**src/hw/rtl/encadc_pkg.sv**
```systemverilog
package encadc_pkg;

  localparam int WINDOW_DEPTH_DEF = 16;
  localparam int ANGLE_BITS_DEF   = 14;
  localparam int SAMPLE_BITS_DEF  = 12;
  localparam int TURN_BITS_DEF    = 16;

  localparam int POS_BITS       = 32;
  localparam int TURNS_OUT_BITS = 16;
  localparam int VEL_BITS       = 32;
  localparam int STEP_BITS      = 16;
  localparam int GAIN_BITS      = 17;
  localparam int GAIN_FRAC      = 16;
  localparam int OFFSET_BITS    = 30;
  localparam int CUR_OFS_BITS   = 13;
  localparam int SUM_BITS       = 16;
  localparam int AVG_BITS       = 14;
  localparam int BUS_AVG_BITS   = 12;

  localparam int CFG_INDEX_BITS = 3;
  localparam int CFG_DATA_BITS  = 32;

  localparam int NUM_CH = 4;
  localparam int CH_A   = 0;
  localparam int CH_B   = 1;
  localparam int CH_C   = 2;
  localparam int CH_BUS = 3;

  localparam logic [GAIN_BITS-1:0] GAIN_ONE = GAIN_BITS'(1 << GAIN_FRAC);
  localparam logic signed [STEP_BITS-1:0] STEP_LIMIT = 16'sd32767;

  typedef enum logic [CFG_INDEX_BITS-1:0] {
    REG_FAST_GAIN  = 3'd0,
    REG_SLOW_GAIN  = 3'd1,
    REG_POS_OFFSET = 3'd2,
    REG_A_OFFSET   = 3'd3,
    REG_B_OFFSET   = 3'd4,
    REG_C_OFFSET   = 3'd5
  } cfg_reg_t;

  typedef logic [SUM_BITS-1:0] sum_t;

  typedef struct packed {
    logic [GAIN_BITS-1:0]           fast_gain;
    logic [GAIN_BITS-1:0]           slow_gain;
    logic signed [OFFSET_BITS-1:0]  pos_zero;
    logic signed [CUR_OFS_BITS-1:0] phase_a_offset;
    logic signed [CUR_OFS_BITS-1:0] phase_b_offset;
    logic signed [CUR_OFS_BITS-1:0] phase_c_offset;
  } cfg_t;

  typedef struct packed {
    logic accept;
    logic adv1;
    logic adv2;
    logic adv3;
  } pipe_ctl_t;

endpackage

```
**src/hw/rtl/encadc_motion.sv**
```systemverilog
module encadc_motion #(
  parameter int ANGLE_BITS = encadc_pkg::ANGLE_BITS_DEF,
  parameter int TURN_BITS  = encadc_pkg::TURN_BITS_DEF
) (
  input  logic                                        clk,
  input  logic                                        rst_n,
  input  encadc_pkg::pipe_ctl_t                       ctl,
  input  encadc_pkg::cfg_t                            cfg,
  input  logic [ANGLE_BITS-1:0]                       angle,
  output logic [encadc_pkg::POS_BITS-1:0]             pos3,
  output logic [encadc_pkg::TURNS_OUT_BITS-1:0]       turns3,
  output logic signed [encadc_pkg::VEL_BITS-1:0]      fast_vel_nxt,
  output logic signed [encadc_pkg::VEL_BITS-1:0]      slow_vel_nxt
);

  localparam int GSTEP_BITS = encadc_pkg::GAIN_BITS + 1 + encadc_pkg::STEP_BITS;
  localparam int GV_BITS    = encadc_pkg::GAIN_BITS + 1 + encadc_pkg::VEL_BITS;
  localparam int VB         = encadc_pkg::VEL_BITS;
  localparam int GF         = encadc_pkg::GAIN_FRAC;
  localparam logic signed [ANGLE_BITS:0] HALF_TURN =
    (ANGLE_BITS + 1)'(2**(ANGLE_BITS - 1));

  logic [TURN_BITS-1:0]                   turn_r, turn_nxt;
  logic [ANGLE_BITS-1:0]                  prev_angle_r;
  logic signed [ANGLE_BITS:0]             angle_diff;
  logic [encadc_pkg::POS_BITS-1:0]        pos_w, pos1_r, pos2_r, pos3_r, prev_pos_r;
  logic [encadc_pkg::TURNS_OUT_BITS-1:0]  turns_w, turns1_r, turns2_r, turns3_r;
  logic signed [encadc_pkg::POS_BITS-1:0] step_raw;
  logic signed [encadc_pkg::STEP_BITS-1:0] step_sat, step2_r;
  logic signed [GSTEP_BITS-1:0]           gstep_fast, gstep_slow;
  logic [VB-1:0]                          gstep_fast3_r, gstep_slow3_r;
  logic signed [VB-1:0]                   fast_v_r, slow_v_r;
  logic signed [GV_BITS-1:0]              fast_gv, slow_gv, fast_neg, slow_neg;

  function automatic logic signed [encadc_pkg::POS_BITS-1:0] STEP_LIMIT_W();
    return encadc_pkg::POS_BITS'(encadc_pkg::STEP_LIMIT);
  endfunction

  assign pos3   = pos3_r;
  assign turns3 = turns3_r;

  always_comb begin
    angle_diff = $signed({1'b0, angle}) - $signed({1'b0, prev_angle_r});
    if (angle_diff < -HALF_TURN) begin
      turn_nxt = turn_r + 1'b1;
    end else if (angle_diff > HALF_TURN) begin
      turn_nxt = turn_r - 1'b1;
    end else begin
      turn_nxt = turn_r;
    end
    pos_w = (encadc_pkg::POS_BITS'($signed(turn_nxt)) << ANGLE_BITS)
          + encadc_pkg::POS_BITS'(angle)
          - encadc_pkg::POS_BITS'(cfg.pos_zero);
    turns_w = encadc_pkg::TURNS_OUT_BITS'(32'(turn_nxt));

    step_raw = $signed(pos1_r - prev_pos_r);
    if (step_raw > STEP_LIMIT_W()) begin
      step_sat = encadc_pkg::STEP_LIMIT;
    end else if (step_raw < -STEP_LIMIT_W()) begin
      step_sat = -encadc_pkg::STEP_LIMIT;
    end else begin
      step_sat = encadc_pkg::STEP_BITS'(step_raw);
    end

    gstep_fast = $signed({1'b0, cfg.fast_gain}) * step2_r;
    gstep_slow = $signed({1'b0, cfg.slow_gain}) * step2_r;

    // v + g*step + floor(-g*v / 2^16), all modulo 2^32
    fast_gv  = $signed({1'b0, cfg.fast_gain}) * fast_v_r;
    slow_gv  = $signed({1'b0, cfg.slow_gain}) * slow_v_r;
    fast_neg = -fast_gv;
    slow_neg = -slow_gv;
    fast_vel_nxt = fast_v_r + $signed(gstep_fast3_r) + $signed(fast_neg[VB+GF-1:GF]);
    slow_vel_nxt = slow_v_r + $signed(gstep_slow3_r) + $signed(slow_neg[VB+GF-1:GF]);
  end

  always_ff @(posedge clk) begin
    if (ctl.accept) begin
      pos1_r   <= pos_w;
      turns1_r <= turns_w;
    end
    if (ctl.adv1) begin
      step2_r  <= step_sat;
      pos2_r   <= pos1_r;
      turns2_r <= turns1_r;
    end
    if (ctl.adv2) begin
      gstep_fast3_r <= VB'(gstep_fast);
      gstep_slow3_r <= VB'(gstep_slow);
      pos3_r        <= pos2_r;
      turns3_r      <= turns2_r;
    end
  end

  always_ff @(posedge clk) begin
    if (!rst_n) begin
      turn_r       <= '0;
      prev_angle_r <= '0;
      prev_pos_r   <= '0;
      fast_v_r     <= '0;
      slow_v_r     <= '0;
    end else begin
      if (ctl.accept) begin
        turn_r       <= turn_nxt;
        prev_angle_r <= angle;
      end
      if (ctl.adv1) begin
        prev_pos_r <= pos1_r;
      end
      if (ctl.adv3) begin
        fast_v_r <= fast_vel_nxt;
        slow_v_r <= slow_vel_nxt;
      end
    end
  end

endmodule

```
**config.mk**
```make
export PLATFORM = sky130hd
export DESIGN_NAME = encadc_motion
export DESIGN_NICKNAME = d
export VERILOG_FILES = /design/src/hw/rtl/encadc_pkg.sv /design/src/hw/rtl/encadc_motion.sv
export SDC_FILE = /design/constraint.sdc
export NUM_CORES = 2
export LEC_CHECK = 0
export BUFFER_PORTS_ARGS = -buffer_cell sky130_fd_sc_hd__buf_4
export CORE_ASPECT_RATIO = 1.75
export CORE_UTILIZATION = 40
export CTS_CLUSTER_SIZE = 12
export DETAILED_ROUTE_END_ITERATION = 10
export PLACE_DENSITY = 0.6
export SLEW_MARGIN = 10
export SYNTH_ARGS = -nofsm -noshare
export SYNTH_HDL_FRONTEND = slang
export SYNTH_SLANG_ARGS = --single-unit
export TNS_END_PERCENT = 30
```
**constraint.sdc**
```tcl
create_clock -name clk -period 31.5 [get_ports clk]
set_input_delay 6.3 -clock clk [delete_from_list [all_inputs] [get_ports clk]]
set_output_delay 6.3 -clock clk [all_outputs]
set_load 0.01 [all_outputs]
```
==> flow_summary.toml <==
[run_status]
outcome = "complete, but fails checks"
failed_checks = "DRC"

[detailed_routing]
wl_met2_um = 110000
viasPerCell = 5.18
dr_total_vias = 53318
wl_met3_um = 7100
ant_nets = 0
wl_per_cell_um = 19.3
dr.max_layer_used = "met4"
drc = 58
first_pass_iters = 9
first_iter_violations = 2352
wl_met1_um = 71800
wl_um = 199000

[placed_design]
place_congestion = 0.875
dp_hpwl_um = 152000
io_buffers = 195

[critical_path]
worstPathRequired_ps = 25200
cp-start-kind = "primary input"
crit_fanout = 27
r2r_slack_ps = 20310
cp_top_family = "adder cells"
critPathBufInv = 5
reg2reg_from = "slow_v_r[10]$_SDFFE_PN0P_"
setup.worst_path.end = "fast_vel_nxt[31]"
cp-end-kind = "output pin"
r2r_cells = 40
cp.depth = 38
r2r_end = "slow_v_r[31]$_SDFFE_PN0P_"
critPathMaxStageDelay_ps = 570
criticalPathCategory = "in -> out"
critPathMostFrequentCell = "fa_1"
critPathLaunch = "cfg[93]"
crit_slowest_cell = "fa_1"
arrival_ps = 17250

[clocking]
worstSkewPairLatency_ps = 630
numCtsBuffers = 41
tritoncts = "built"
cts_hold_buf = 0
htree_levels = 2
clock-sinks = 350
clkTransAtPathRegs_ps = 60
cts.repair.resized = 0
cts_root_buffer = "clkbuf_16"
postCtsSetupRepairBufs = 0
cts_max_path_buffers = 3

[grt]
grt_use_total_pct = 21.8
antenna_found_initial = 1
grt_remaining_overflow = 0
grt_pass1_wl_um = 321000
grt_max_degree = 74
first_global_vias = 60110

[timing]
fmax_ghz = 0.0425
skew_ps = 36.1
tns_ps = 0
min_period_ps = 23550
period_share_pct = 74.8
relSlewSlack_pct = 23.2
worstMarginPinSlew_ps = 1150
finalSetupViolCount = 0
maxSlewViolCount = 0
hold_viol = 0
rsz0062_at_grt = "no"

[yosys]
synth_most_common_cell = "inv_1"
synth_edf_count = 224
synth_common_cells = "inv_1, fa_1, nand2_1"
synth-seq-cells = 350
synth_top_area_share_pct = 40.3
syn-num-nets = 10171
ys.flop_type = "edfxtp_1"
ys_seq_area_share_pct = 12.4
yosysWarnings = 0
ys_top_cells_by_area = "fa_1, ha_1, edfxtp_1, inv_1, and2_1"
yosysTopAreaCell = "fa_1"
synth_cell_types = 82
syn_inst = 7862
synth_area_mm2 = 0.0745
async_reset_ff_share_pct = 0
syn_avg_cell_area_um2 = 9.48

[floorplan]
pin_count = 235
fp-row-count = 209
die_y_um = 573
initial_utilization_pct = 40.2
core_mm2 = 0.185
dieArea_mm2 = 0.188
die_w_um = 328

[layout]
areaGrowthSynthToFinish_pct = 6.96
regArea_mm2 = 0.00925
nFillCells = 18167
multi_input_area_mm2 = 0.0578
final_nets = 10149
drive_gt1_share_pct = 4.42

[min_path]
hp-class = "reg -> reg"
holdPathStages = 0

[job]
max-cap-violations = 0
==> layer usage <==
metal	up-vias	GRT usage [%]
li1	23795	-
met1	27713	23.6
met2	1267	42.4
met3	543	1.69
met4	0	9.71
met5	-	0
==> cell families (layout without fill, tap and decap cells) <==
logic type	after synthesis	after routing	share of synthesized area, %
simple gates	2301	2301	15.4
fa+ha+maj	2186	2186	51.8
buf+inv	1998	2009	10.1
compound gates	635	635	5.49
flops	350	350	12.4
xor+xnor	284	284	3.34
mux	108	108	1.45
other cells	0	1	0
==> per-stage QoR <==
stage          hold WS, ps  std cells  util [%]  area, um^2  setup slack [ps]
2_1_floorplan          400       7862         -       74500              9810
3_3_place_gp           403      10223      42.3       78300              8140
3_5_place_dp           405      10223      42.3       78300              7980
4_1_cts                399      10299      43.0       79700              7940
5_1_grt                416      10299      43.0       79700              7520
6_report               407      10300      43.0       79700              7950
==> how the worst min path moves through the flow <==
stage                                       from                    end  slack, ps
after detailed placement    pos2_r[11]$_DFFE_PP_     pos3[11]$_DFFE_PP_        400
after floorplan              pos2_r[0]$_DFFE_PP_      pos3[0]$_DFFE_PP_        400
final                     turns2_r[14]$_DFFE_PP_   turns3[14]$_DFFE_PP_        410
after global placement     turns1_r[3]$_DFFE_PP_  turns2_r[3]$_DFFE_PP_        400
after global routing        pos2_r[30]$_DFFE_PP_     pos3[30]$_DFFE_PP_        420
after CTS                 turns2_r[14]$_DFFE_PP_   turns3[14]$_DFFE_PP_        400
==> final cells by class <==
class	count	area share (%)
sequential	350	11.6
inverter	1667	7.85
clock inverter	22	0.355
clock buffer	54	1.39
antenna	1	0.00314
tap	2426	3.81
multi-input combinational	5514	72.5
timing repair buffer	266	2.51
==> sequential cells by signal, indices dropped and copies added (netlist names) <==
signal,count
gstep_slow3_r,32
pos3,32
fast_v_r,32
step2_r,16
turns2_r,16
turn_r,16
pos1_r,32
prev_angle_r,14
slow_v_r,32
turns1_r,16
prev_pos_r,32
gstep_fast3_r,32
turns3,16
pos2_r,32
==> worst register-to-register path, delay by kind of cell (launching register included) <==
kind / cells / cell delay [ps]
compound gates: 15 / 3440
xor+xnor: 2 / 450
fa+ha+maj: 10 / 4350
buf+inv: 4 / 360
flops: 1 / 1040
simple gates: 9 / 1420
==> cell usage in the layout (no fill, tap or decap), types with 196 or more instances in the layout <==
cell / synthesis / final
a21oi_1: 196 / 196
and2_1: 845 / 845
buf_4: 1 / 265
edfxtp_1: 224 / 224
fa_1: 1499 / 1499
ha_1: 687 / 687
inv_1: 1665 / 1664
nand2_1: 865 / 865
nor2_1: 277 / 277
xnor2_1: 200 / 200
Power is not shown: default switching activity piles up to over one toggle a cycle in this logic, so the estimate is an artifact.
