===== src/hw/rtl/encadc_pkg.sv =====
package encadc_pkg;

  localparam int WINDOW_DEPTH_DEF = 16;
  localparam int ANGLE_BITS_DEF   = 14;
  localparam int SAMPLE_BITS_DEF  = 12;
  localparam int TURN_BITS_DEF    = 16;

  localparam int POS_BITS       = 32;
  localparam int TURNS_OUT_BITS = 16;
  localparam int VEL_BITS       = 32;
  localparam int STEP_BITS      = 16;
  localparam int GAIN_BITS      = 17;
  localparam int GAIN_FRAC      = 16;
  localparam int OFFSET_BITS    = 30;
  localparam int CUR_OFS_BITS   = 13;
  localparam int SUM_BITS       = 16;
  localparam int AVG_BITS       = 14;
  localparam int BUS_AVG_BITS   = 12;

  localparam int CFG_INDEX_BITS = 3;
  localparam int CFG_DATA_BITS  = 32;

  localparam int NUM_CH = 4;
  localparam int CH_A   = 0;
  localparam int CH_B   = 1;
  localparam int CH_C   = 2;
  localparam int CH_BUS = 3;

  localparam logic [GAIN_BITS-1:0] GAIN_ONE = GAIN_BITS'(1 << GAIN_FRAC);
  localparam logic signed [STEP_BITS-1:0] STEP_LIMIT = 16'sd32767;

  typedef enum logic [CFG_INDEX_BITS-1:0] {
    REG_FAST_GAIN  = 3'd0,
    REG_SLOW_GAIN  = 3'd1,
    REG_POS_OFFSET = 3'd2,
    REG_A_OFFSET   = 3'd3,
    REG_B_OFFSET   = 3'd4,
    REG_C_OFFSET   = 3'd5
  } cfg_reg_t;

  typedef logic [SUM_BITS-1:0] sum_t;

  typedef struct packed {
    logic [GAIN_BITS-1:0]           fast_gain;
    logic [GAIN_BITS-1:0]           slow_gain;
    logic signed [OFFSET_BITS-1:0]  pos_zero;
    logic signed [CUR_OFS_BITS-1:0] phase_a_offset;
    logic signed [CUR_OFS_BITS-1:0] phase_b_offset;
    logic signed [CUR_OFS_BITS-1:0] phase_c_offset;
  } cfg_t;

  typedef struct packed {
    logic accept;
    logic adv1;
    logic adv2;
    logic adv3;
  } pipe_ctl_t;

endpackage


===== src/hw/rtl/encadc_cfg.sv =====
module encadc_cfg (
  input  logic                                   clk,
  input  logic                                   rst_n,
  input  logic                                   cfg_valid,
  output logic                                   cfg_ready,
  input  logic [encadc_pkg::CFG_INDEX_BITS-1:0]  cfg_index,
  input  logic [encadc_pkg::CFG_DATA_BITS-1:0]   cfg_data,
  output encadc_pkg::cfg_t                       cfg
);

  encadc_pkg::cfg_t cfg_r;

  function automatic logic [encadc_pkg::GAIN_BITS-1:0] sat_gain(
    input logic [encadc_pkg::CFG_DATA_BITS-1:0] d
  );
    logic [encadc_pkg::GAIN_BITS-1:0] g;
    g = d[encadc_pkg::GAIN_BITS-1:0];
    return (g > encadc_pkg::GAIN_ONE) ? encadc_pkg::GAIN_ONE : g;
  endfunction

  assign cfg_ready = 1'b1;
  assign cfg = cfg_r;

  always_ff @(posedge clk) begin
    if (!rst_n) begin
      cfg_r <= '0;
    end else if (cfg_valid) begin
      unique case (cfg_index)
        encadc_pkg::REG_FAST_GAIN:  cfg_r.fast_gain <= sat_gain(cfg_data);
        encadc_pkg::REG_SLOW_GAIN:  cfg_r.slow_gain <= sat_gain(cfg_data);
        encadc_pkg::REG_POS_OFFSET:
          cfg_r.pos_zero <= cfg_data[encadc_pkg::OFFSET_BITS-1:0];
        encadc_pkg::REG_A_OFFSET:
          cfg_r.phase_a_offset <= cfg_data[encadc_pkg::CUR_OFS_BITS-1:0];
        encadc_pkg::REG_B_OFFSET:
          cfg_r.phase_b_offset <= cfg_data[encadc_pkg::CUR_OFS_BITS-1:0];
        encadc_pkg::REG_C_OFFSET:
          cfg_r.phase_c_offset <= cfg_data[encadc_pkg::CUR_OFS_BITS-1:0];
        default: ;
      endcase
    end
  end

endmodule


===== config.mk =====
export PLATFORM = sky130hd
export DESIGN_NAME = encadc_cfg
export DESIGN_NICKNAME = d
export VERILOG_FILES = /design/src/hw/rtl/encadc_pkg.sv /design/src/hw/rtl/encadc_cfg.sv
export SDC_FILE = /design/constraint.sdc
export NUM_CORES = 1
export LEC_CHECK = 0
export BUFFER_PORTS_ARGS = -buffer_cell sky130_fd_sc_hd__buf_2
export CELL_PAD_IN_SITES_DETAIL_PLACEMENT = 0
export CELL_PAD_IN_SITES_GLOBAL_PLACEMENT = 1
export CORE_MARGIN = 2
export CORE_UTILIZATION = 32
export DETAILED_ROUTE_END_ITERATION = 10
export MAX_ROUTING_LAYER = met4
export PLACE_DENSITY = 0.79
export SYNTH_ARGS = -nofsm -noshare
export SYNTH_HDL_FRONTEND = slang
export SYNTH_SLANG_ARGS = --single-unit

===== constraint.sdc =====
create_clock -name clk -period 1.71 [get_ports clk]
set_input_delay 0.342 -clock clk [delete_from_list [all_inputs] [get_ports clk]]
set_output_delay 0.342 -clock clk [all_outputs]
set_load 0.02 [all_outputs]

==> results_tabular.tex, run 1 <==
\begin{tabular}{lr}
\hline
Metric & Value \\
\hline
\multicolumn{2}{l}{\textbf{Timing}} \\
\# setup viols final & 0 \\
Clk\_skew & 0 ns \\
Ratio of final minimum period to clock period & $\sim$75\% \\
Post-route setup TNS & 0 ns \\
Final Hold Vio Count & 0 \\
Highest achievable clock rate & about 780 MHz \\
Unrepaired setup endpoints after global routing & no \\
Clock period minus final worst setup slack & 1.28 ns \\
Max-slew violation total from the final report & 0 \\
\multicolumn{2}{l}{\textbf{Worst setup path}} \\
Critical Path Slowest Stage Cell & sky130\_fd\_sc\_hd\_\_or4b\_1 \\
Cell breakdown of the critical path & buf\_2, or4b\_1, and2\_4, a2bb2o\_4 \\
Number of cells on the worst reg-to-reg path & 2 \\
Data required time at the worst endpoint & roughly 2 ns \\
Max stage delay on crit path & about 0.56 ns \\
Launching element of the worst setup path & cfg\_index[1] \\
Critical path capture point type & register \\
CP max FO & 16 \\
Kind of launch point of the worst setup path & input port \\
Destination of the critical timing path & cfg[101]\$\_SDFFE\_PN0P\_ \\
Reg-to-Reg Start & cfg[25]\$\_SDFFE\_PN0P\_ \\
Internal reg-to-reg setup slack & between 1 and 1.5 ns \\
Data arrival at the endpoint of the critical path & approximately 1.5 ns \\
End of the worst register-to-register path & cfg[25]\$\_SDFFE\_PN0P\_ \\
WS Path Type & input port to register \\
\multicolumn{2}{l}{\textbf{Routing}} \\
DR WL/cell & 15.6 um \\
Met2 wire length & around 5.2 mm \\
Post-route antenna net violation count & 0 \\
Length of routed wiring on met1 & between 5 and 6 mm \\
Routed vias/inst & around 4.8 \\
Length of the first detailed-routing pass in iterations & 4 \\
DR vias & $\sim$3400 \\
Total met3 wirelength after detailed routing & between 600 and 700 um \\
Max Used Layer & met4 \\
DR iter-0 viols & between 200 and 250 \\
Number of design rule violations left after detail routing & 0 \\
Final wirelength & $\sim$11 mm \\
\multicolumn{2}{l}{\textbf{Die}} \\
Cell row count & 39 \\
DIE AREA & 12900 sq um \\
Horizontal die dimension & 113 um \\
Vertical die dimension & between 100 and 150 um \\
Starting density of the core & 33.1\% \\
Core region area & 11600 sq um \\
Ports placed on the boundary & approximately 140 \\
\multicolumn{2}{l}{\textbf{Synthesis}} \\
Seq/Total Area, Yosys & 53.8\% \\
Dominant cell type by area after synthesis & sky130\_fd\_sc\_hd\_\_dfxtp\_1 \\
Post-synth top flop & sky130\_fd\_sc\_hd\_\_dfxtp\_1 \\
Number of warning messages in the yosys log & 0 \\
Post-synthesis xor/xnor area fraction & 0\% \\
Area fraction in and, or, nand and nor cells after synthesis & approximately 22\% \\
Most common cell in the netlist & sky130\_fd\_sc\_hd\_\_nand2\_1 \\
Adder and majority gate portion of the synthesized area & 0\% \\
Share of the synthesized area in the top cell type & around 54\% \\
Cell Area, Synth & roughly 3800 sq um \\
Nets in the synthesized netlist & 461 \\
Complex-gate fraction of the synthesized area & 19.6\% \\
Cell types with the highest counts after synthesis & sky130\_fd\_sc\_hd\_\_nand2\_1, sky130\_fd\_sc\_hd\_\_dfxtp\_1, sky130\_fd\_sc\_hd\_\_a21boi\_0, sky130\_fd\_sc\_hd\_\_clkbuf\_1 \\
Combinational family with the most area after synthesis & simple AND/OR/NAND/NOR gates \\
Share of synthesized area spent on multiplexers & less than 1\% \\
EDFF count, synth & 0 \\
Syn\_area\_per\_cell & between 9 and 10 sq um \\
Number of distinct standard cells referenced by the synthesized netlist & 23 \\
Number of cells produced by synthesis & 423 \\
Synth top area cells & sky130\_fd\_sc\_hd\_\_dfxtp\_1, sky130\_fd\_sc\_hd\_\_a21boi\_0, sky130\_fd\_sc\_hd\_\_nand2\_1 \\
Flops \& latches, synth & 103 \\
Proportion of register bits with asynchronous set or reset after synthesis & 0\% \\
\multicolumn{2}{l}{\textbf{Job}} \\
\# Max-Cap Violations & 0 \\
\multicolumn{2}{l}{\textbf{Worst hold path}} \\
Worst hold path class & input port to register \\
\multicolumn{2}{l}{\textbf{Clock network}} \\
H-tree depth reported by CTS & 3 \\
Worst-Skew Late Latency & 0.33 ns \\
Number of buffers added for setup after CTS & 0 \\
Post\_cts resized & 0 \\
Number of buffers inserted during clock tree synthesis & 9 \\
Count of hold buffers inserted by post-cts repair & 0 \\
Num Clock Sinks & roughly 100 \\
Clock tree from TritonCTS & built \\
Buffer depth of the longest clock path & 2 \\
CTS clock-pin slew for the worst setup and hold paths & 0.07 ns \\
Clock tree root driver cell & sky130\_fd\_sc\_hd\_\_clkbuf\_16 \\
\multicolumn{2}{l}{\textbf{Cells and area}} \\
FILL cells & 1186 \\
Max FFs per register & about 100 \\
Antenna Cells & 0 \\
Area occupied by registers & between 2000 and 2500 sq um \\
Layout-stage area growth over the synthesis result & 31.7\% \\
Total Nets Final & a little under 600 \\
Ratio of cells with drive above 1 in the final layout & $\sim$31\% \\
Area of the multi-input gates & 1630 sq um \\
Final design instance area without fill & 5050 sq um \\
\multicolumn{2}{l}{\textbf{Placed design}} \\
Weighted congestion reported at the end of routability-driven placement & approximately 0.73 \\
Buffers on Ports & about 140 \\
Area of placed instances & roughly 4700 sq um \\
Placed wire-length estimate & roughly 7.8 mm \\
\multicolumn{2}{l}{\textbf{GRT}} \\
Global-route usage over all layers & between 10\% and 20\% \\
Number of antenna violations at the first check in global routing & 0 \\
Pin count of the biggest net entering global routing & 45 \\
Number of global-route vias before repair & roughly 3300 \\
Overall overflow remaining after global route & 0 \\
Global-route wire length before repair & between 15 and 20 mm \\
\multicolumn{2}{l}{\textbf{Power}} \\
Total Power & approximately 5 mW \\
Pleak & 2.16 nW \\
Peak supply drop & around 0.00047 V \\
PwrDens & slightly above 1000 nW/um\^{}2 \\
\multicolumn{2}{l}{\textbf{Outcome}} \\
Run status & finished clean \\
\hline
\end{tabular}
cells by family after synthesis:
group | count (synthesis)
buf+inv | 33
mux | 2
simple gates | 183
compound gates | 101
other cells | 1
flops | 103
area by class of cell:
class,instances,share of cell area [%]
clock buffers,13,5.15
clock inverters,3,1.29
multi-input cells,287,32.3
flip-flops and latches,103,40.8
well taps,143,3.54
repair buffers,156,16.9
metrics by stage:
step	hold WS, ns	std cells	worst slack (ns)	util (%)
floorplan	0.487	423	0.0713	-
global placement	0.447	689	0.0809	40.8
detailed placement	0.446	689	0.0707	40.8
CTS	0.244	705	0.436	43.7
global route	0.257	705	0.351	43.7
finish	0.254	705	0.431	43.7
power breakdown:
group          internal [mW]  total [mW]  switching (mW)
clock network           1.36        2.22           0.857
registers               2.44        2.46          0.0221
logic                  0.148       0.396           0.247
how the worst min path moves through the flow:
stage                          from  slack, ns                    to  depth (start not counted)
2_1_floorplan           cfg_data[0]       0.49   cfg[0]$_SDFFE_PN0P_                          2
3_3_place_gp   cfg[61]$_SDFFE_PN0P_       0.45  cfg[61]$_SDFFE_PN0P_                          2
3_5_place_dp   cfg[95]$_SDFFE_PN0P_       0.45  cfg[95]$_SDFFE_PN0P_                          1
4_1_cts                cfg_data[18]       0.24  cfg[57]$_SDFFE_PN0P_                          3
5_1_grt                cfg_data[18]       0.26  cfg[57]$_SDFFE_PN0P_                          3
6_report               cfg_data[27]       0.25  cfg[66]$_SDFFE_PN0P_                          3
cell usage in the layout, fill, tap and decap left out:
master | netlist | routed
sky130_fd_sc_hd__a21boi_0 | 69 | 69
sky130_fd_sc_hd__a2bb2o_4 | 1 | 1
sky130_fd_sc_hd__and2_4 | 1 | 1
sky130_fd_sc_hd__and4b_1 | 2 | 2
sky130_fd_sc_hd__and4bb_2 | 1 | 1
sky130_fd_sc_hd__buf_12 | 0 | 2
sky130_fd_sc_hd__buf_2 | 0 | 138
sky130_fd_sc_hd__buf_4 | 1 | 16
sky130_fd_sc_hd__bufinv_16 | 0 | 2
sky130_fd_sc_hd__clkbuf_1 | 29 | 2
sky130_fd_sc_hd__clkbuf_16 | 0 | 9
sky130_fd_sc_hd__clkbuf_8 | 0 | 2
sky130_fd_sc_hd__clkinv_2 | 0 | 1
sky130_fd_sc_hd__conb_1 | 1 | 1
sky130_fd_sc_hd__dfxtp_1 | 103 | 103
sky130_fd_sc_hd__mux2i_1 | 2 | 2
sky130_fd_sc_hd__nand2_1 | 138 | 138
sky130_fd_sc_hd__nand3_1 | 16 | 16
sky130_fd_sc_hd__nand3b_1 | 16 | 16
sky130_fd_sc_hd__nand4b_1 | 2 | 2
sky130_fd_sc_hd__nand4bb_1 | 1 | 1
sky130_fd_sc_hd__nor2b_1 | 2 | 2
sky130_fd_sc_hd__nor4bb_4 | 0 | 1
sky130_fd_sc_hd__o21ai_0 | 16 | 16
sky130_fd_sc_hd__o2bb2ai_1 | 15 | 15
sky130_fd_sc_hd__or4b_1 | 1 | 1
sky130_fd_sc_hd__or4bb_1 | 2 | 2
routing by layer:
metal | GRT usage [%] | vias up
li1 | - | 1692
met1 | 23.2 | 1565
met2 | 28.7 | 97
met3 | 2.76 | 9
met4 | 4.80 | 0
met5 | - | -
worst max-delay path, delay by kind of cell:
kind / cells / cell delay [ns]
buffers and inverters: 1 / 0.13
AOI/OAI and AO/OA: 1 / 0.22
and+or+nand+nor: 2 / 0.82
(Power assumes the default switching activity.)
==> run 2: changes to the inputs <==
--- a/config.mk
+++ b/config.mk
@@ -9,10 +9,10 @@
 export CELL_PAD_IN_SITES_DETAIL_PLACEMENT = 0
 export CELL_PAD_IN_SITES_GLOBAL_PLACEMENT = 1
 export CORE_MARGIN = 2
-export CORE_UTILIZATION = 32
+export CORE_UTILIZATION = 35
 export DETAILED_ROUTE_END_ITERATION = 10
 export MAX_ROUTING_LAYER = met4
-export PLACE_DENSITY = 0.79
+export PLACE_DENSITY = 0.82
 export SYNTH_ARGS = -nofsm -noshare
 export SYNTH_HDL_FRONTEND = slang
 export SYNTH_SLANG_ARGS = --single-unit
==> constraint.sdc (replaced) <==
create_clock -name clk -period 1.3 [get_ports clk]
set_input_delay 0.26 -clock clk [delete_from_list [all_inputs] [get_ports clk]]
set_output_delay 0.26 -clock clk [all_outputs]
set_load 0.02 [all_outputs]
==> run 2 against run 1 <==
  * Core utilization increased by 3.0 points
  * Critical path depth decreased by 3
  * Clock skew unchanged
  * Routed wire length decreased by 0.10%
  * Clock power decreased by 20%
  * Critical endpoint is now cfg[101]
==> results_tabular.tex, run 2 (same netlist as run 1, synthesis figures left out) <==
\begin{tabular}{lr}
\hline
Metric & Value \\
\hline
\multicolumn{2}{l}{\textbf{Power}} \\
Total Power & roughly 5.6 mW \\
PwrDens & between 1000 and 1500 nW/um\^{}2 \\
Net Sw Frac & between 20\% and 30\% \\
Relative contribution of combinational cells to total power & 9.9\% \\
Clk pwr share & 31.8\% \\
Part of the power in registers & 58.3\% \\
Pleak & around 2.1 nW \\
Internal power & 4.15 mW \\
Net switching component of the power & 1.41 mW \\
Peak supply drop & $\sim$0.00045 V \\
\multicolumn{2}{l}{\textbf{Clock network}} \\
Num Clock Sinks & 103 \\
Clock tree root driver cell & sky130\_fd\_sc\_hd\_\_clkbuf\_8 \\
H-tree depth reported by CTS & 3 \\
Clock tree from TritonCTS & built \\
Count of hold buffers inserted by post-cts repair & 0 \\
Worst-Skew Late Latency & $\sim$0.36 ns \\
CTS clock-pin slew for the worst setup and hold paths & 0.09 ns \\
Number of buffers inserted during clock tree synthesis & 9 \\
Buffer depth of the longest clock path & 2 \\
Post\_cts resized & 0 \\
Number of buffers added for setup after CTS & 0 \\
\multicolumn{2}{l}{\textbf{Routing}} \\
DR vias & 3400 \\
DR WL/cell & between 15 and 20 um \\
Number of design rule violations left after detail routing & 0 \\
Post-route antenna net violation count & 0 \\
DR iter-0 viols & about 200 \\
Routed vias/inst & about 4.8 \\
Final wirelength & between 10 and 15 mm \\
Length of the first detailed-routing pass in iterations & 4 \\
\multicolumn{2}{l}{\textbf{Worst setup path}} \\
Critical path capture point type & output pin \\
Max stage delay on crit path & approximately 0.38 ns \\
Cell breakdown of the critical path & buf\_2 \\
Total buffers and inverters traversed by the critical path & 1 \\
Internal reg-to-reg setup slack & 0.65 ns \\
Data arrival at the endpoint of the critical path & 0.92 ns \\
Cell type group with the largest total delay on the critical path & flip-flops \\
Kind of launch point of the worst setup path & register \\
Data required time at the worst endpoint & around 1.0 ns \\
Critical Path Slowest Stage Cell & sky130\_fd\_sc\_hd\_\_dfxtp\_1 \\
CP max FO & 2 \\
WS Path Type & register to output pin \\
\multicolumn{2}{l}{\textbf{Cells and area}} \\
Most frequent cells in the layout & sky130\_fd\_sc\_hd\_\_nand2\_1, sky130\_fd\_sc\_hd\_\_buf\_2, sky130\_fd\_sc\_hd\_\_dfxtp\_1 \\
Max FFs per register & 103 \\
Total Nets Final & $\sim$600 \\
Layout-stage area growth over the synthesis result & 30.7\% \\
Ratio of cells with drive above 1 in the final layout & 32.3\% \\
Antenna Cells & 0 \\
\multicolumn{2}{l}{\textbf{Die}} \\
Ports placed on the boundary & about 140 \\
DIE AREA & between 10000 and 15000 sq um \\
Core region area & roughly 11000 sq um \\
Starting density of the core & a little over a third \\
Vertical die dimension & $\sim$110 um \\
Cell row count & 38 \\
Horizontal die dimension & roughly 110 um \\
\multicolumn{2}{l}{\textbf{GRT}} \\
Pin count of the biggest net entering global routing & 39 \\
Overall overflow remaining after global route & 0 \\
Global-route usage over all layers & approximately a fifth \\
Number of global-route vias before repair & around 3200 \\
Global-route wire length before repair & 16.8 mm \\
Number of antenna violations at the first check in global routing & 0 \\
\multicolumn{2}{l}{\textbf{Timing}} \\
Unrepaired setup endpoints after global routing & no \\
Ratio of final minimum period to clock period & about nine tenths \\
Clock period minus final worst setup slack & between 1 and 1.5 ns \\
Highest achievable clock rate & roughly 850 MHz \\
Worst path setup slack after routing & around 0.12 ns \\
Min Hold Slack & 0.140 ns \\
Max-slew violation total from the final report & 0 \\
Final Hold Vio Count & 0 \\
Clk\_skew & 0 ns \\
\# setup viols final & 0 \\
\multicolumn{2}{l}{\textbf{Placed design}} \\
Weighted congestion reported at the end of routability-driven placement & 0.740 \\
Placed wire-length estimate & approximately 7.7 mm \\
Buffers on Ports & $\sim$140 \\
Worst Setup Slack post-DPL & -0.197 ns \\
\multicolumn{2}{l}{\textbf{Worst hold path}} \\
Worst hold path class & input port to register \\
\multicolumn{2}{l}{\textbf{Job}} \\
\# Max-Cap Violations & 0 \\
\multicolumn{2}{l}{\textbf{Outcome}} \\
Run status & finished clean \\
\hline
\end{tabular}
==> run 2: final cells by class <==
class	instances	area, sq um
repair buffers	164	973
well taps	140	175
fillers	1096	5740
multi-input cells	287	1640
clock buffers	10	138
flip-flops and latches	103	2060
clock inverters	5	25.0
==> run 2: tightest hold or removal path: cells and delay by family <==
kind | cells | cell delay [ns]
AO/OA/AOI/OAI | 1 | 0.06
buffers and inverters | 1 | 0.10
AND/OR/NAND/NOR | 1 | 0.04
==> run 2: through the flow <==
stage | area [sq um] | TNS [ns] | utilization, % | std cells
after floorplan | 3840 | -2.84 | - | 423
after global placement | 4850 | -6.96 | 45.1 | 694
after detailed placement | 4850 | -9.47 | 45.1 | 694
after CTS | 5010 | 0 | 46.6 | 709
after global routing | 5010 | 0 | 46.6 | 709
final | 5010 | 0 | 46.6 | 709
==> run 2: final timing paths <==
| check | cells after the start | to | from |
|---|---|---|---|
| worst max register to register | 1 | cfg[101]$_SDFFE_PN0P_ | cfg[101]$_SDFFE_PN0P_ |
| worst max-delay path | 1 | cfg[101] | cfg[101]$_SDFFE_PN0P_ |
| worst min-delay path | 3 | cfg[58]$_SDFFE_PN0P_ | cfg_data[19] |
| worst min register to register | 2 | cfg[9]$_SDFFE_PN0P_ | cfg[9]$_SDFFE_PN0P_ |
==> run 2: power groups by stage <==
stage	combinational [mW]	clock, mW	sequential [mW]
3_3_place_gp	0.545	0	3.31
6_report	0.551	1.77	3.24
4_1_cts	0.557	1.83	3.24
5_1_grt	0.599	1.95	3.25
2_1_floorplan	0.206	0	3.38
3_5_place_dp	0.556	0	3.31
==> run 2: routing by layer <==
metal / global-route usage [%] / vias to the layer above / wire length [um]
li1: - / 1707 / -
met1: 24.3 / 1580 / 4940
met2: 31.6 / 100 / 5270
met3: 4.06 / 13 / 608
met4: 6.41 / 0 / 163
met5: - / - / 0
