==> src/hw/rtl/encadc_pkg.sv <==
package encadc_pkg;

  localparam int WINDOW_DEPTH_DEF = 16;
  localparam int ANGLE_BITS_DEF   = 14;
  localparam int SAMPLE_BITS_DEF  = 12;
  localparam int TURN_BITS_DEF    = 16;

  localparam int POS_BITS       = 32;
  localparam int TURNS_OUT_BITS = 16;
  localparam int VEL_BITS       = 32;
  localparam int STEP_BITS      = 16;
  localparam int GAIN_BITS      = 17;
  localparam int GAIN_FRAC      = 16;
  localparam int OFFSET_BITS    = 30;
  localparam int CUR_OFS_BITS   = 13;
  localparam int SUM_BITS       = 16;
  localparam int AVG_BITS       = 14;
  localparam int BUS_AVG_BITS   = 12;

  localparam int CFG_INDEX_BITS = 3;
  localparam int CFG_DATA_BITS  = 32;

  localparam int NUM_CH = 4;
  localparam int CH_A   = 0;
  localparam int CH_B   = 1;
  localparam int CH_C   = 2;
  localparam int CH_BUS = 3;

  localparam logic [GAIN_BITS-1:0] GAIN_ONE = GAIN_BITS'(1 << GAIN_FRAC);
  localparam logic signed [STEP_BITS-1:0] STEP_LIMIT = 16'sd32767;

  typedef enum logic [CFG_INDEX_BITS-1:0] {
    REG_FAST_GAIN  = 3'd0,
    REG_SLOW_GAIN  = 3'd1,
    REG_POS_OFFSET = 3'd2,
    REG_A_OFFSET   = 3'd3,
    REG_B_OFFSET   = 3'd4,
    REG_C_OFFSET   = 3'd5
  } cfg_reg_t;

  typedef logic [SUM_BITS-1:0] sum_t;

  typedef struct packed {
    logic [GAIN_BITS-1:0]           fast_gain;
    logic [GAIN_BITS-1:0]           slow_gain;
    logic signed [OFFSET_BITS-1:0]  pos_zero;
    logic signed [CUR_OFS_BITS-1:0] phase_a_offset;
    logic signed [CUR_OFS_BITS-1:0] phase_b_offset;
    logic signed [CUR_OFS_BITS-1:0] phase_c_offset;
  } cfg_t;

  typedef struct packed {
    logic accept;
    logic adv1;
    logic adv2;
    logic adv3;
  } pipe_ctl_t;

endpackage

==> src/hw/rtl/encadc_window.sv <==
module encadc_window #(
  parameter int WINDOW_DEPTH = encadc_pkg::WINDOW_DEPTH_DEF,
  parameter int SAMPLE_BITS  = encadc_pkg::SAMPLE_BITS_DEF
) (
  input  logic                                            clk,
  input  logic                                            rst_n,
  input  encadc_pkg::pipe_ctl_t                           ctl,
  input  logic [encadc_pkg::NUM_CH-1:0][SAMPLE_BITS-1:0]  samples,
  output encadc_pkg::sum_t [encadc_pkg::NUM_CH-1:0]       quot
);

  localparam int SLOT_BITS = $clog2(WINDOW_DEPTH);
  localparam int SHIFT     = encadc_pkg::SUM_BITS + SLOT_BITS;
  localparam int PROD_BITS = 2 * encadc_pkg::SUM_BITS + 1;
  // exact reciprocal for any 16-bit dividend
  localparam logic [encadc_pkg::SUM_BITS:0] RECIP =
    (encadc_pkg::SUM_BITS + 1)'((2**SHIFT + WINDOW_DEPTH - 1) / WINDOW_DEPTH);

  typedef logic [encadc_pkg::NUM_CH-1:0][SAMPLE_BITS-1:0] entry_t;

  entry_t mem [WINDOW_DEPTH];

  logic [WINDOW_DEPTH-1:0] vld_r;
  logic [SLOT_BITS-1:0]    slot_r, slot_nxt, wr_slot_r;
  logic                    rd_vld_r;
  entry_t                  rd_q_r, samp1_r, old_w;
  logic                    drop_old;
  encadc_pkg::sum_t [encadc_pkg::NUM_CH-1:0] sums_r, sums_nxt, sum2_r, quot_r;
  logic [PROD_BITS-1:0]    prod [encadc_pkg::NUM_CH];

  assign quot = quot_r;

  always_comb begin
    slot_nxt = (slot_r == SLOT_BITS'(WINDOW_DEPTH - 1)) ? '0 : slot_r + 1'b1;
    old_w    = rd_vld_r ? rd_q_r : '0;
    // a slot whose stored bus count is zero does not leave the sums
    drop_old = (old_w[encadc_pkg::CH_BUS] != '0);
    for (int k = 0; k < encadc_pkg::NUM_CH; k++) begin
      sums_nxt[k] = sums_r[k] + encadc_pkg::SUM_BITS'(samp1_r[k])
                  - (drop_old ? encadc_pkg::SUM_BITS'(old_w[k]) : '0);
      prod[k] = PROD_BITS'(sum2_r[k]) * PROD_BITS'(RECIP);
    end
  end

  always_ff @(posedge clk) begin
    if (ctl.accept) begin
      rd_q_r    <= mem[slot_r];
      samp1_r   <= samples;
      wr_slot_r <= slot_r;
    end
    if (ctl.adv1) begin
      mem[wr_slot_r] <= samp1_r;
      sum2_r         <= sums_nxt;
    end
    if (ctl.adv2) begin
      for (int k = 0; k < encadc_pkg::NUM_CH; k++) begin
        quot_r[k] <= encadc_pkg::SUM_BITS'(prod[k] >> SHIFT);
      end
    end
  end

  always_ff @(posedge clk) begin
    if (!rst_n) begin
      vld_r    <= '0;
      slot_r   <= '0;
      rd_vld_r <= 1'b0;
      sums_r   <= '0;
    end else begin
      if (ctl.accept) begin
        rd_vld_r <= vld_r[slot_r];
        slot_r   <= slot_nxt;
      end
      if (ctl.adv1) begin
        vld_r[wr_slot_r] <= 1'b1;
        sums_r           <= sums_nxt;
      end
    end
  end

endmodule

==> config.mk <==
export PLATFORM = sky130hd
export DESIGN_NAME = encadc_window
export DESIGN_NICKNAME = d
export VERILOG_FILES = /design/src/hw/rtl/encadc_pkg.sv /design/src/hw/rtl/encadc_window.sv
export SDC_FILE = /design/constraint.sdc
export NUM_CORES = 1
export LEC_CHECK = 0
export BUFFER_PORTS_ARGS = -buffer_cell sky130_fd_sc_hd__buf_4
export CAP_MARGIN = 25
export CORE_UTILIZATION = 45
export DETAILED_ROUTE_END_ITERATION = 8
export PLACE_DENSITY_LB_ADDON = 0.2
export SLEW_MARGIN = 20
export SYNTH_ARGS = -nofsm -noshare
export SYNTH_HDL_FRONTEND = slang
export SYNTH_SLANG_ARGS = --single-unit
==> constraint.sdc <==
create_clock -name clk -period 19.4 [get_ports clk]
set_input_delay 5.82 -clock clk [delete_from_list [all_inputs] [get_ports clk]]
set_output_delay 5.82 -clock clk [all_outputs]
set_load 0.005 [all_outputs]
==> results of run 1 <==
[report_power, final]
group / internal (mW) / leakage, nW / switching [mW]
clock: 1.17 / 1.71 / 0.861
combinational: 0.529 / 5.46 / 0.685
sequential: 2.72 / 9.56 / 0.125
[sequential cells by signal, indices dropped and copies added (netlist names)]
signal	flops
quot	48
slot_r	4
mem	768
samp1_r	48
rd_vld_r	1
sums_r	64
wr_slot_r	4
sum2_r	48
rd_q_r	48
vld_r	16
[critical path, delay by kind of cell]
kind,cells,cell delay (ns)
buf+inv,3,1.26
simple gates,2,1.37
[per-stage QoR]
step                      instance area [um^2]  hold slack, ns  utilization  power [mW]
after detailed placement                 46200           0.405        0.478        4.11
after global routing                     49800           0.423        0.514        6.39
final                                    49800           0.417        0.514        6.09
after global placement                   46100           0.402        0.477        4.07
after floorplan                          44000           0.400            -        3.74
after CTS                                49700           0.418        0.514        6.15
[path summary, 6_finish.rpt]
| check | to | slack, ns | cells after the start |
|---|---|---|---|
| setup / recovery | mem[8][22]$_DFFE_PP_ | 11.18 | 5 |
| hold / removal | quot[52]$_DFFE_PP_ | 0.42 | 0 |
| setup reg to reg | sums_r[13]$_SDFFE_PN0P_ | 15.13 | 13 |
| hold reg to reg | quot[52]$_DFFE_PP_ | 0.42 | 0 |
[cells by family after synthesis]
family / after synthesis / share of synthesized area
flops: 1049 / 0.698
simple gates: 369 / 0.0474
buf+inv: 363 / 0.0334
compound gates: 352 / 0.0542
mux: 269 / 0.117
fa+ha+maj: 113 / 0.0404
xor+xnor: 47 / 0.00968
other cells: 1 / 0.0000853
[Yosys cell counts (all sizes together), types with 5 or more instances]
library cell  number  area, um^2
a211oi            64         485
or3                8        50.1
o31a               5        43.8
ha                65         813
and3               7        43.8
a21oi             98         498
xor2               7        61.3
a311o              7        70.1
o211ai            15         123
nand4             10        62.6
nor3b              9        67.6
fa                48         961
mux4             197        4440
buf               56         315
o21ai             45         225
a21o              19         143
a21boi            11        82.6
nor2              49         184
o211a              5        50.1
nand2b             7        43.8
xnor2             39         342
edfxtp           964       28900
o21a              31         233
inv              226         848
dfxtp             85        1700
nor2b             80         508
clkbuf            81         304
nand3             45         225
nand2             42         158
nor3              13        65.1
mux2i             72         721
nand3b            15         113
and2              64         400
a31oi             13        81.3
[final cells by class]
type,instances,area [um^2],area share
antenna,1,2.50,0.0000503
timing repair buffer,136,1130,0.0227
sequential,1049,30700,0.616
clock inverter,62,616,0.0124
multi-input combinational,1166,12000,0.241
tap,1276,1600,0.0321
inverter,226,848,0.0171
clock buffer,138,2890,0.0582
[routing by layer]
metal,vias up,GRT usage,share of wire
li1,10100,-,-
met1,11700,0.260,0.44
met2,549,0.326,0.49
met3,149,0.0318,0.049
met4,2,0.0569,0.025
met5,-,0,0.00014
==> impl_metrics.yaml, run 1 <==
critical_path:
  arrival_ns: 8.52
  setup.worst_path.class: "in2reg"
  cp_data_required_time_ns: 19.70
  crit_path_cell_trace: "buf_6 -> inv_1 -> or3_1 -> nor2_4 -> buf_4"
  startpoint_type: "input pin"
  worstSetupEndpointType: "flop"
  crit_path_max_incr_delay_ns: 0.81
  crit_slowest_cell: "nor2_4"
  startpoint: "ctl[2]"
  crit_fanout: 71
  rr_startpoint: "rd_q_r[43]$_DFFE_PP_"
detailed_routing:
  routed_wl_um: 94100
  drc: 0
  dr.first_iter.drc_count: 1954
  viasPerCell: 5.56
  via_count: 22500
  antenna_left: 0
  first_pass_iters: 5
  wire_per_inst_um: 23.2
clock_tree:
  clock_latency_ns: 0.68
  holdBufCountCts: 0
  cts_tree: "yes"
  clockRootBuffer: "clkbuf_16"
  cts_max_level: 3
  ctsResizeCount: 0
  path_clk_slew_ns: 0.06
  cts_setup_buffers: 0
  cts_buffers: 107
  clock_path_buffers: 3
  numClockSinks: 1049
power_and_ir_drop:
  p_leak_nw: 16.7
  p_per_area_nw_per_um2: 122
  peakVddDrop_mv: 0.0955
place:
  dp_cells: 3851
  dp_hpwl_um: 51700
  io_buffers: 100
  finalWeightedCongestion: 0.805
  dp_worst_setup_slack_ns: 10.45
sta:
  tns_ns: 0
  final.setup_skew_ns: 0.0304
  rsz0062_at_grt: "false"
  setup_violations: 0
  hold_viol: 0
  clock.fmax_mhz: 122
  slew_headroom: 0.293
  finalCritPeriodShare: 0.424
  tightest_slew_ns: 1.06
  fin_ws_ns: 11.18
  slew_violations: 0
  fin_crit_ns: 8.22
synth:
  yosysUniqueCellTypes: 73
  ys_seq_elements: 1049
  syn_area_um2: 43900
  synth_edf_count: 964
  syn_avg_cell_area_um2: 17.1
  synth_top_flop_cell: "edfxtp_1"
  ys_seq_area_frac: 0.698
  syn_inst: 2563
  ys_async_sr_fraction: 0
  yosysWarnings: 0
floorplanning:
  die_area_um2: 98900
  boundaryPins: 118
  die_x_um: 314
  start_util: 0.454
  chipHeight_um: 314
  rows: 114
  coreArea_um2: 96700
min_path:
  holdCritPathClass: "reg2reg"
  hold_path.startpoint: "sum2_r[56]$_DFFE_PP_"
layout:
  drive_above_1_share: 0.191
  nNetsFinal: 2853
  syn_to_final_growth_pct: 13.2
  final_common_cell: "edfxtp_1"
  instances_no_fill: 4054
  fillers: 7861
  final_cell_mix: "edfxtp_1 (964), inv_1 (226), mux4_2 (197)"
global_routing:
  grt_util_all_layers: 0.194
  antenna_found_initial: 2
  grt.overflow.total: 0
  grt_max_degree: 82
  grt_pass1_wl_um: 144000
  grt_pass1_vias: 23700
flow_run:
  cap_violations: 0
status:
  outcome: "finished clean"
Note: power is estimated with default switching activity, not from simulation.
==> inputs of run 2 (changes only) <==
ABC_AREA = 1   (was default)
clock period = 6.75 ns   (was 19.4 ns; I/O delays follow)
==> run 2 against run 1 <==
- clock power rose to 2.9 times the previous value
- non-clock buffer count rose by 17
- combinational power rose to 3.6 times the previous value
- total power rose to 3.0 times the previous value
- sequential power rose to 2.8 times the previous value
- final area rose by 1.1%
- via count rose by 25%
- sequential share of layout area fell by 0.68 points
- worst hold slack got worse by 0.00060 ns
- largest power group unchanged
- wire length rose by 16%
- cell count rose by 31%
==> impl_metrics.yaml, run 2 <==
synth:
  ys_seq_area_frac: 0.686
  yosysUniqueCellTypes: 33
  ys_seq_elements: 1049
  syn_area_um2: 44700
  yosysWarnings: 0
  ys_async_sr_fraction: 0
  synth_top_flop_cell: "edfxtp_1"
  synth_edf_count: 964
  syn_avg_cell_area_um2: 11.6
  yosys-top-cells-count: "edfxtp_1 (964), nand2_1 (521), nor2_1 (504)"
  synth_top_area_share: 0.648
  synth_top_area_cell: "edfxtp_1"
  syn_inst: 3865
  synth.most_common_cell: "edfxtp_1"
  synthTopCellsByArea: "edfxtp_1 (65%), o21ai_0 (4.8%), nand2_1 (4.4%)"
min_path:
  hold_path.startpoint: "sum2_r[56]$_DFFE_PP_"
  hold_end: "quot[52]$_DFFE_PP_"
  worstHoldPathCells: 0
  holdCritPathClass: "reg2reg"
global_routing:
  grt_max_degree: 158
  grt.overflow.total: 0
  grt_pass1_wl_um: 162000
  grt_util_all_layers: 0.217
  antenna_found_initial: 3
  grt_pass1_vias: 26100
layout:
  drive_above_1_share: 0.0917
  instances_no_fill: 5322
  final_cell_mix: "edfxtp_1 (964), nand2_1 (521), nor2_1 (493)"
  finalInstanceArea_um2: 50300
  final_common_cell: "edfxtp_1"
  largest-register: "mem"
  fin_util: 0.511
  diodes: 0
  syn_to_final_growth_pct: 12.6
  largest_reg_flops: 768
  top_regs: "mem (768), sums_r (64)"
  nNetsFinal: 4110
detailed_routing:
  via_count: 28200
  drc: 0
  wire_per_inst_um: 20.5
  first_pass_iters: 6
  antenna_left: 0
  viasPerCell: 5.30
  routed_wl_um: 109000
  dr.first_iter.drc_count: 2705
power_and_ir_drop:
  p_sw_mw: 5.71
  power.internal_mw: 12.6
  p_leak_nw: 19.3
  p_per_area_nw_per_um2: 365
  pwr-share-comb: 0.240
  peakVddDrop_mv: 0.195
  switching_share: 0.311
  clockPowerShare: 0.319
  total_power_mw: 18.4
  pwr-share-seq: 0.441
critical_path:
  arrival_ns: 4.83
  worstSetupEndpointType: "flop"
  crit_path_max_incr_delay_ns: 0.60
  r2r_setup_slack_ns: 2.55
  crit_slowest_cell: "nand3_4"
  cp_data_required_time_ns: 7.37
  rr_startpoint: "rd_vld_r$_SDFFE_PN0P_"
  crit_path_cell_trace: "nand2_1 -> inv_1 -> nor4_2 -> nand3_4 -> nand2_1 -> inv_1 -> fa_1 -> inv_1 -> ha_1 -> or2_2 -> nand3_1 -> nand2_1 -> xor2_1 -> o21ai_0 -> inv_1"
  crit_fanout: 36
  startpoint: "rd_vld_r$_SDFFE_PN0P_"
  startpoint_type: "flop"
  crit_path_frequent_cell: "inv_1"
  reg2reg_to: "sums_r[23]$_SDFFE_PN0P_"
  r2r_cells: 15
  setup.worst_path.class: "reg2reg"
clock_tree:
  clock_latency_ns: 0.69
  path_clk_slew_ns: 0.06
  clockRootBuffer: "clkbuf_16"
  clock_path_buffers: 3
  cts_tree: "yes"
  cts_buffers: 107
  holdBufCountCts: 0
  cts_setup_buffers: 0
  numClockSinks: 1049
  cts_max_level: 3
  ctsResizeCount: 0
flow_run:
  cap_violations: 0
floorplanning:
  boundaryPins: 118
  chipHeight_um: 317
  die_area_um2: 101000
  coreArea_um2: 98400
  rows: 115
  die_x_um: 317
  start_util: 0.454
sta:
  fin_crit_ns: 4.20
  rsz0062_at_grt: "false"
  slew_violations: 0
  clock.fmax_mhz: 238
  tightest_slew_ns: 1.05
  finalCritPeriodShare: 0.623
  fin_ws_ns: 2.55
  setup_violations: 0
  final.setup_skew_ns: 0.0260
  hold_viol: 0
  whs_ns: 0.417
  tns_ns: 0
  slew_headroom: 0.301
place:
  finalWeightedCongestion: 0.876
  dp_worst_setup_slack_ns: 2.15
  dp_cells: 5120
  io_buffers: 100
  dp_hpwl_um: 61700
  placed_cell_area_um2: 46800
status:
  outcome: "finished clean"
run 2: logic make-up after synthesis:
kind of cell,synth area share
flip-flops,0.686
buffers and inverters,0.0644
XOR/XNOR,0.00549
adder cells (fa/ha/maj),0.0397
AND/OR/NAND/NOR,0.112
other,0.0000839
AO/OA/AOI/OAI,0.0928
run 2: layout make-up:
type,count,area (um^2)
fill,8639,48100
tap,1287,1610
inverter,500,1890
clock buffer,136,2920
sequential,1049,30700
timing repair buffer,153,1310
clock inverter,65,576
multi-input combinational,2132,11300
run 2: worst max-delay path by stage:
stage	endpoint	slack (ns)
after global routing	sums_r[21]$_SDFFE_PN0P_	2.27
after CTS	sum2_r[21]$_DFFE_PP_	2.46
after floorplan	mem[4][0]$_DFFE_PP_	0.41
after detailed placement	mem[9][41]$_DFFE_PP_	2.15
final	sums_r[23]$_SDFFE_PN0P_	2.55
after global placement	mem[9][41]$_DFFE_PP_	2.17
run 2: power groups by stage:
stage,logic (mW),registers (mW),clock network (mW)
after floorplan,3.06,8.13,0
after global placement,4.32,8.22,0
after detailed placement,4.37,8.24,0
after CTS,4.40,8.10,5.97
after global routing,5.03,8.15,6.20
final,4.40,8.10,5.85
run 2: worst max-delay path: cells and delay by family, from the launching register on:
kind                     cells  cell delay (ns)
AO/OA/AOI/OAI                1             0.16
XOR/XNOR                     1             0.52
adder cells (fa/ha/maj)      2             0.79
buffers and inverters        4             0.27
flip-flops                   1             0.49
AND/OR/NAND/NOR              7             1.89
run 2: layer usage:
| metal | GRT usage | share of wire |
|---|---|---|
| met5 | 0 | 0.000073 |
| met4 | 0.0568 | 0.018 |
| met3 | 0.0286 | 0.066 |
| met2 | 0.353 | 0.47 |
| met1 | 0.306 | 0.44 |
==> inputs of run 3 (changes only) <==
clock period = 4.15 ns   (was 6.75 ns; I/O delays follow)
==> run 3 against run 2 <==
- final area is 0.85% higher
- worst hold slack got worse by 0.0025 ns
- largest power group unchanged
- sequential share of layout area decreased by 0.51 points
- global-route usage fell by 0.31 points
- flip-flop and latch count unchanged
- total power rose by 65%
- die area did not move
==> impl_metrics.yaml, run 3 (synthesized netlist as in run 2, its figures left out) <==
status:
  outcome: "finished clean"
flow_run:
  cap_violations: 0
sta:
  hold_viol: 0
  final.setup_skew_ns: 0.0419
  fin_crit_ns: 3.76
  setup_violations: 0
  fin_ws_ns: 0.395
  whs_ns: 0.414
  rsz0062_at_grt: "false"
  slew_violations: 0
  clock.fmax_mhz: 266
  slew_headroom: 0.240
  tightest_slew_ns: 1.14
  finalCritPeriodShare: 0.905
global_routing:
  gr-max-usage-layer: "met2"
  grt_pass1_vias: 26900
  grt_util_all_layers: 0.213
  grt.met1_usage: 0.309
  grt_pass1_wl_um: 162000
  grt_max_degree: 244
  grt.met2_usage: 0.341
  use_met3: 0.0301
  antenna_found_initial: 4
  grt.overflow.total: 0
critical_path:
  crit_path_max_incr_delay_ns: 0.48
  crit_fanout: 13
  crit_path_cell_trace: "nand2_1 -> inv_1 -> nor4_2 -> buf_4 -> nand3_4 -> buf_12 -> nand2_1 -> inv_1 -> fa_1 -> inv_1 -> ha_1 -> or2_2 -> nand3_1 -> nand2_1 -> nand2_1 -> nand2_1 -> nand2_1 -> nand2_1"
  worst-path-buf-inv: 5
  startpoint_type: "flop"
  cpLargestDelayFamily: "simple AND/OR/NAND/NOR gates"
  arrival_ns: 4.14
  crit_slowest_cell: "dfxtp_1"
  cp_data_required_time_ns: 4.54
  setup.worst_path.class: "reg2reg"
  crit_path_frequent_cell: "nand2_1"
  worstSetupEndpointType: "flop"
layout:
  instances_no_fill: 5360
  top_regs: "mem (768), sums_r (64)"
  diodes: 0
  largest_reg_flops: 768
  drive_above_1_share: 0.101
  largest-register: "mem"
  final_common_cell: "edfxtp_1"
  final_cell_mix: "edfxtp_1 (964), nand2_1 (521), nor2_1 (493)"
  fillers: 8565
  finalInstanceArea_um2: 50700
  nNetsFinal: 4146
  syn_to_final_growth_pct: 13.5
clock_tree:
  numClockSinks: 1049
  clock_path_buffers: 3
  holdBufCountCts: 0
  cts_buffers: 109
  cts_max_level: 3
  cts_tree: "yes"
  path_clk_slew_ns: 0.06
  clockRootBuffer: "clkbuf_16"
  clock_latency_ns: 0.70
place:
  finalWeightedCongestion: 0.868
  dp_worst_setup_slack_ns: 0.274
  dp_cells: 5154
  dp_hpwl_um: 61300
  io_buffers: 100
  placed_cell_area_um2: 47100
detailed_routing:
  wire_per_inst_um: 19.9
  routed_wl_um: 107000
  viasPerCell: 5.28
  drc: 0
  antenna_left: 0
  via_count: 28300
  dr.first_iter.drc_count: 2767
  first_pass_iters: 5
floorplanning:
  die_area_um2: 101000
  rows: 115
  chipHeight_um: 317
  start_util: 0.454
  die_x_um: 317
  coreArea_um2: 98400
  boundaryPins: 118
power_and_ir_drop:
  p_per_area_nw_per_um2: 596
  p_leak_nw: 19.6
  peakVddDrop_mv: 0.339
min_path:
  holdCritPathClass: "reg2reg"
run 3: changes by cell type in the layout (fill, tap and decap cells not counted), moves of 2 or more:
cell and change:
buf_4 +34, bufinv_16 +5, clkbuf_8 +2, clkinv_1 -5
clkinv_2 +4, clkinv_4 +3, clkinvlp_4 -2, inv_6 -4
run 3: repair_timing:
item / CTS / global route
setup buffers: 0 / 1
endpoints found under the hold margin: 0 / 0
setup endpoints to repair: 0 / 3
gates resized for setup: 0 / 0
run 3: metal layers:
layer | wire (um) | vias to the layer above
li1 | - | 13500
met1 | 48100 | 13900
met2 | 49800 | 802
met3 | 7360 | 107
met4 | 1650 | 0
met5 | 0 | -
run 3: worst register-to-register path, stage by stage (launching register included):
cell and delay [ns]:
dfxtp_1 0.48, nand2_1 0.13, inv_1 0.07, nor4_2 0.32, buf_4 0.18, nand3_4 0.16, buf_12 0.22, nand2_1 0.07
inv_1 0.04, fa_1 0.47, inv_1 0.04, ha_1 0.32, or2_2 0.35, nand3_1 0.10, nand2_1 0.11, nand2_1 0.10
nand2_1 0.05, nand2_1 0.07, nand2_1 0.16
run 3: final cells by class:
cell class | instances | area, um^2 | area share
sequential | 1049 | 30700 | 0.604
inverter | 500 | 1890 | 0.0373
tap | 1287 | 1610 | 0.0317
clock inverter | 65 | 684 | 0.0135
timing repair buffer | 187 | 1570 | 0.0309
clock buffer | 140 | 2980 | 0.0587
multi-input combinational | 2132 | 11300 | 0.224
run 3: metrics by stage:
step	total power, mW	TNS, ns	util
6_report	30.2	0	0.515
5_1_grt	32.0	0	0.515
3_3_place_gp	20.5	0	0.478
3_5_place_dp	20.6	0	0.478
4_1_cts	30.5	0	0.515
2_1_floorplan	18.2	-338.73	-
run 3: final timing paths:
check	startpoint	end	slack, ns	depth (start not counted)
worst min-delay path	sum2_r[38]$_DFFE_PP_	quot[34]$_DFFE_PP_	0.41	0
worst max register to register	rd_vld_r$_SDFFE_PN0P_	sum2_r[31]$_DFFE_PP_	0.39	18
worst max-delay path	rd_vld_r$_SDFFE_PN0P_	sum2_r[31]$_DFFE_PP_	0.39	18
worst min register to register	sum2_r[38]$_DFFE_PP_	quot[34]$_DFFE_PP_	0.41	0
run 3: power by group:
part | internal, mW | leakage (nW) | switching [mW] | total, mW
registers | 12.7 | 9.57 | 0.361 | 13.1
logic | 2.47 | 8.24 | 4.74 | 7.21
clock network | 5.87 | 1.81 | 4.06 | 9.93
